**src/hdl/text_component_stats_filter_macros.svh**
```systemverilog
`ifndef TEXT_COMPONENT_STATS_FILTER_MACROS_SVH
`define TEXT_COMPONENT_STATS_FILTER_MACROS_SVH

// Same-cycle implication, checked on every clock outside reset
`define TCSF_ASSERT_NOW(lbl, ante, cons, msg) \
   lbl: assert property (@(posedge clock) disable iff (reset) (ante) |-> (cons)) \
      else $error(msg);

// Next-cycle implication, checked on every clock outside reset
`define TCSF_ASSERT_NEXT(lbl, ante, cons, msg) \
   lbl: assert property (@(posedge clock) disable iff (reset) (ante) |=> (cons)) \
      else $error(msg);

`endif

```
**src/hdl/tcsf_pkg.sv**
```systemverilog
`timescale 1ns / 1ps
`default_nettype none

package tcsf_pkg;

   // Controller states
   typedef enum logic [3:0] {
      ST_ACC,
      ST_L1,
      ST_P1,
      ST_L2,
      ST_P2,
      ST_L3,
      ST_P3,
      ST_PROD1,
      ST_PROD2,
      ST_OUT
   } state_type;

   // Commands from controller to datapath
   typedef struct packed {
      logic acc;
      logic clear;
      logic load1;
      logic step1;
      logic load2;
      logic step2;
      logic load3;
      logic prod1;
      logic prod2;
      logic out_load;
   } cmd_type;

   // Configuration registers
   typedef struct packed {
      logic [15:0] min_aspect;
      logic [15:0] max_aspect;
      logic [16:0] min_fill;
      logic [16:0] max_fill;
      logic [15:0] var_mean_ratio;
   } csr_type;

   localparam int CSR_IDX_BITS  = 3;
   localparam int CSR_DATA_BITS = 17;

   localparam logic [CSR_IDX_BITS-1:0] CSR_MIN_ASPECT     = 3'd0;
   localparam logic [CSR_IDX_BITS-1:0] CSR_MAX_ASPECT     = 3'd1;
   localparam logic [CSR_IDX_BITS-1:0] CSR_MIN_FILL       = 3'd2;
   localparam logic [CSR_IDX_BITS-1:0] CSR_MAX_FILL       = 3'd3;
   localparam logic [CSR_IDX_BITS-1:0] CSR_VAR_MEAN_RATIO = 3'd4;

   localparam logic [15:0] RST_MIN_ASPECT     = 16'd26;
   localparam logic [15:0] RST_MAX_ASPECT     = 16'd2560;
   localparam logic [16:0] RST_MIN_FILL       = 17'd6554;
   localparam logic [16:0] RST_MAX_FILL       = 17'd58982;
   localparam logic [15:0] RST_VAR_MEAN_RATIO = 16'd512;

   localparam int SW_BITS    = 16;
   localparam int COLOR_BITS = 8;
   localparam int MEAN_BITS  = 16;
   localparam int VAR_BITS   = 24;

endpackage

`default_nettype wire

```
**src/hdl/tcsf_ctrl.sv**
```systemverilog
`timescale 1ns / 1ps
`default_nettype none

module tcsf_ctrl #(
   parameter int SUM_BITS  = 33,
   parameter int DIV_STEPS = 66
) (
   input  wire logic             clock,
   input  wire logic             reset,
   input  wire logic             req_valid,
   input  wire logic             req_last_pixel,
   output logic                  req_ready,
   output logic                  rsp_valid,
   input  wire logic             rsp_ready,
   output tcsf_pkg::cmd_type     cmd
);

   localparam int STEP_BITS = $clog2(DIV_STEPS);
   localparam logic [STEP_BITS-1:0] P1_LAST  = STEP_BITS'(SUM_BITS - 1);
   localparam logic [STEP_BITS-1:0] DIV_LAST = STEP_BITS'(DIV_STEPS - 1);

   tcsf_pkg::state_type state_ff, state_in;
   logic [STEP_BITS-1:0] step_ff, step_in;
   logic                 rsp_valid_ff, rsp_valid_in;

   // State, step counter and result valid
   always_ff @(posedge clock) begin
      if (reset) begin
         state_ff     <= tcsf_pkg::ST_ACC;
         step_ff      <= '0;
         rsp_valid_ff <= 1'b0;
      end else begin
         state_ff     <= state_in;
         step_ff      <= step_in;
         rsp_valid_ff <= rsp_valid_in;
      end
   end

   // Sequence the accumulate, multiply, divide and test phases
   always_comb begin
      state_in     = state_ff;
      step_in      = step_ff;
      cmd          = '0;
      req_ready    = 1'b0;
      rsp_valid_in = rsp_valid_ff & ~rsp_ready;
      case (state_ff)
         tcsf_pkg::ST_ACC: begin
            req_ready = 1'b1;
            if (req_valid) begin
               cmd.acc = 1'b1;
               if (req_last_pixel) begin
                  state_in = tcsf_pkg::ST_L1;
               end
            end
         end
         tcsf_pkg::ST_L1: begin
            cmd.load1 = 1'b1;
            step_in   = '0;
            state_in  = tcsf_pkg::ST_P1;
         end
         tcsf_pkg::ST_P1: begin
            cmd.step1 = 1'b1;
            if (step_ff == P1_LAST) begin
               state_in = tcsf_pkg::ST_L2;
            end else begin
               step_in = step_ff + 1'b1;
            end
         end
         tcsf_pkg::ST_L2: begin
            cmd.load2 = 1'b1;
            step_in   = '0;
            state_in  = tcsf_pkg::ST_P2;
         end
         tcsf_pkg::ST_P2: begin
            cmd.step2 = 1'b1;
            if (step_ff == DIV_LAST) begin
               state_in = tcsf_pkg::ST_L3;
            end else begin
               step_in = step_ff + 1'b1;
            end
         end
         tcsf_pkg::ST_L3: begin
            cmd.load3 = 1'b1;
            step_in   = '0;
            state_in  = tcsf_pkg::ST_P3;
         end
         tcsf_pkg::ST_P3: begin
            cmd.step2 = 1'b1;
            if (step_ff == DIV_LAST) begin
               state_in = tcsf_pkg::ST_PROD1;
            end else begin
               step_in = step_ff + 1'b1;
            end
         end
         tcsf_pkg::ST_PROD1: begin
            cmd.prod1 = 1'b1;
            state_in  = tcsf_pkg::ST_PROD2;
         end
         tcsf_pkg::ST_PROD2: begin
            cmd.prod2 = 1'b1;
            state_in  = tcsf_pkg::ST_OUT;
         end
         tcsf_pkg::ST_OUT: begin
            // hold until the output register is free
            if (!rsp_valid_ff || rsp_ready) begin
               cmd.out_load = 1'b1;
               cmd.clear    = 1'b1;
               rsp_valid_in = 1'b1;
               state_in     = tcsf_pkg::ST_ACC;
            end
         end
         default: begin
            state_in = tcsf_pkg::ST_ACC;
         end
      endcase
   end

   assign rsp_valid = rsp_valid_ff;

endmodule

`default_nettype wire

```
**config.mk**
```make
export PLATFORM = sky130hd
export DESIGN_NAME = tcsf_ctrl
export DESIGN_NICKNAME = d
export VERILOG_FILES = /design/src/hdl/text_component_stats_filter_macros.svh /design/src/hdl/tcsf_pkg.sv /design/src/hdl/tcsf_ctrl.sv
export SDC_FILE = /design/constraint.sdc
export NUM_CORES = 1
export LEC_CHECK = 0
export ABC_AREA = 0
export BUFFER_PORTS_ARGS = -buffer_cell sky130_fd_sc_hd__buf_2
export CAP_MARGIN = 20
export CELL_PAD_IN_SITES_DETAIL_PLACEMENT = 0
export CELL_PAD_IN_SITES_GLOBAL_PLACEMENT = 1
export CORE_MARGIN = 2
export CORE_UTILIZATION = 38
export DETAILED_ROUTE_END_ITERATION = 7
export PLACE_DENSITY = 0.87
export SLEW_MARGIN = 25
export SYNTH_ARGS = -nofsm -noshare
export SYNTH_HDL_FRONTEND = slang
export SYNTH_SLANG_ARGS = --single-unit
```
**constraint.sdc**
```tcl
create_clock -name clock -period 2.2 [get_ports clock]
set_clock_uncertainty 0.1 [all_clocks]
set_input_delay 0.11 -clock clock [delete_from_list [all_inputs] [get_ports clock]]
set_output_delay 0.11 -clock clock [all_outputs]
set_load 0.01 [all_outputs]
```
==> impl_metrics.csv <==
group,metric,value,unit
hold_path,holdPathStages,2,
layout,area.sequential,240,um2
power,p_leak,0.360,nW
drt,via_count,777,
timing,setup_repair_after_global_routing_missed_its_margin,"false",
global_route,global_route_wire_length_before_repair,3280,um
placed_design,port-buffer-count,16,
timing,setup_ws,443,ps
clock_tree,clk_path_buf_depth,2,
yosys,synth_seq_area_share,29.5,%
timing,finalWorstPathRequiredPeriod,1760,ps
timing,tightest_slew,547,ps
drt,routed_wl,1860,um
placed_design,place.detailed.instances,139,
floorplan,floorplan.io_pins,17,
yosys,yosys_warnings,0,
placed_design,finalWeightedCongestion,0.839,
global_route,grt_start_max_net_pins,17,
clock_tree,cts_resized,0,
yosys,number_of_enable_type_register_cells_in_the_synthesized_netlist,0,
drt,detailedRoute.firstIterationViolations,14,
layout,fill_cells,206,
timing,timing.final.hold_violations,0,
layout,multi_input_area,537,um2
yosys,synth_top_cell_by_area,"sky130_fd_sc_hd__dfxtp_1",
yosys,ys.flop_type,"sky130_fd_sc_hd__dfxtp_1",
yosys,ys_seq_elements,12,
status,outcome,"finished clean",
placed_design,dp_hpwl,1390,um
placed_design,dp_slack,502,ps
layout,area_growth,15.4,%
drt,post_drt_via_cell_ratio,5.43,
timing,slew_viol_final,0,
drt,postRouteAntennaNets,0,
timing,clock.fmax,0.569,GHz
yosys,syn_area,813,um2
layout,fin_nets,125,
clock_tree,worstSkewPairLatency,270,ps
layout,antenna_cells,0,
yosys,ys_top_cells_by_area,"sky130_fd_sc_hd__dfxtp_1, sky130_fd_sc_hd__nand2_1, sky130_fd_sc_hd__nor3_1",
floorplan,die_w,50.3,um
setup_path,reg2regPathDepth,4,
timing,timing.max_slew.rel_slack,63.5,%
drt,drt_first_pass_iters,4,
clock_tree,hold_buffers,0,
floorplan,die_extent_in_y,50.3,um
clock_tree,postCtsSetupBuffers,0,
run,maxCapViolations,0,
yosys,synth_top_cell_area_share,29.5,%
power,vdd.ir_drop.worst,0.303,mV
setup_path,critPathCaptureType,"output pin",
setup_path,regToRegSetupSlack,460,ps
clock_tree,clk_pin_slew,80,ps
setup_path,crit_path_max_fanout,11,
power,power.density,586,nW/um2
setup_path,cp-start-kind,"flip-flop",
floorplan,design.die.area,2530,um2
clock_tree,cts_tree,"yes",
timing,fin_tns_setup,0,ps
yosys,ys_types,38,
clock_tree,numClockSinks,12,
hold_path,min-delay-path-class,"input pin to flip-flop",
global_route,grt-ovfl-total,0,
layout,layout-drive-gt1-share,24.1,%
setup_path,reg2reg_end,"step_ff[5]",
power,power,0.000550,W
floorplan,fp.coreArea,1980,um2
clock_tree,clockRootBuffer,"sky130_fd_sc_hd__clkbuf_4",
timing,min_period_over_period,79.8,%
hold_path,holdCritStartpoint,"reset",
yosys,avgSynthCellArea,8.05,um2
global_route,grt_antenna_before_repair,0,
drt,wire_length_per_cell_after_detailed_routing,13.0,um
global_route,vias_in_the_first_global_route,727,
setup_path,worst_r2r_startpoint,"state_ff[2]",
yosys,synthArstFlopShare,0,%
hold_path,whs_endpoint,"rsp_valid",
yosys,ranking_of_synthesized_cells_by_instance_count,"sky130_fd_sc_hd__dfxtp_1, sky130_fd_sc_hd__nand2_1, sky130_fd_sc_hd__nor3_1",
setup_path,worst-endpoint-arrival,1550,ps
layout,layoutNonFillerInstCount,143,
clock_tree,clock_tree.htree_level_count,1,
setup_path,worst-endpoint-required,1990,ps
clock_tree,cts-buffers-inserted,3,
global_route,global_route.usage.total,16.9,%
yosys,syn_inst,101,
drt,drcViolationCount,0,
floorplan,num_rows,16,
setup_path,worst_setup_path_category,"flip-flop to output pin",
timing,setup_viol,0,
floorplan,initial_core_utilization,41.0,%
yosys,synth_fp_nets,109,
==> cells in the final DEF, fill, tap and decap left out, drive strengths merged <==
master / synthesis / routed
nand4bb: 1 / 1
o311ai: 1 / 1
o31a: 1 / 1
o211ai: 4 / 4
nand3b: 2 / 2
nand3: 2 / 2
buf: 3 / 16
clkinv: 1 / 1
o31ai: 1 / 1
xnor2: 1 / 1
ha: 3 / 3
clkbuf: 2 / 4
and2b: 1 / 1
nor4b: 1 / 1
o21a: 1 / 1
dfxtp: 12 / 12
nor3: 8 / 8
nand2b: 3 / 3
a2111oi: 1 / 1
nor3b: 2 / 2
nand2: 12 / 12
a211oi: 1 / 1
o21ai: 12 / 12
nor2: 7 / 7
mux2i: 1 / 1
or3: 1 / 1
a221oi: 2 / 2
nor2b: 3 / 3
o211a: 2 / 2
and2: 1 / 1
or2: 1 / 1
a21oi: 4 / 4
inv: 2 / 2
a31oi: 1 / 1
==> flip-flops by register name, indices dropped and copies added (netlist names) <==
| register | cells |
|---|---|
| step_ff | 7 |
| state_ff | 4 |
| rsp_valid | 1 |
==> layout make-up <==
type                    instances  share of cell area [%]
clock buffers                   4                    3.87
inverters                       3                    1.20
multi-input cells              81                    57.2
flip-flops and latches         12                    25.6
well taps                      27                    3.60
repair buffers                 16                    8.53
==> kinds of logic (layout without fill, tap and decap cells) <==
logic type / Yosys count / count (layout) / share of synthesized area (%)
mux: 1 / 1 / 1.23
compound gates: 31 / 31 / 28.6
xor+xnor: 1 / 1 / 1.08
buf+inv: 8 / 23 / 4.46
fa+ha+maj: 3 / 3 / 4.62
simple gates: 45 / 45 / 30.5
flops: 12 / 12 / 29.5
==> power by group <==
part | switching (W) | internal (W) | total, W
combinational | 0.0000685 | 0.0000575 | 0.000126
sequential | 0.0000205 | 0.000227 | 0.000247
clock | 0.0000760 | 0.000101 | 0.000177
==> layer usage <==
| metal | track usage (%) | vias to the layer above | wire length [um] |
|---|---|---|---|
| li1 | - | 404 | - |
| met1 | 20.6 | 350 | 873 |
| met2 | 29.4 | 21 | 886 |
| met3 | 2.68 | 2 | 90 |
| met4 | 6.94 | 0 | 13 |
| met5 | 0 | - | 0 |
==> stage by stage <==
stage / instance area [um2] / util [%] / hold slack (ps)
3_3_place_gp: 902 / 45.5 / 304
5_1_grt: 938 / 47.3 / 17.4
2_1_floorplan: 813 / - / 79.1
4_1_cts: 938 / 47.3 / 6.24
6_report: 938 / 47.3 / 10.8
3_5_place_dp: 902 / 45.5 / 302
==> how the worst max path moves through the flow <==
| stage | start | endpoint | slack [ps] | depth (start not counted) |
|---|---|---|---|---|
| 2_1_floorplan | state_ff[0] | step_ff[5] | 650 | 5 |
| 3_3_place_gp | step_ff[2] | step_ff[0] | 540 | 4 |
| 3_5_place_dp | state_ff[2] | step_ff[5] | 500 | 4 |
| 4_1_cts | state_ff[0] | cmd[9] | 430 | 4 |
| 5_1_grt | state_ff[0] | cmd[9] | 270 | 4 |
| 6_report | state_ff[0] | cmd[9] | 440 | 4 |
==> critical path: stages (launching register included) <==
cell,delay [ps]
sky130_fd_sc_hd__dfxtp_1,440
sky130_fd_sc_hd__or2_2,400
sky130_fd_sc_hd__nor3_1,170
sky130_fd_sc_hd__and2_1,150
sky130_fd_sc_hd__buf_2,120
Power figures use the tool's default switching activity.
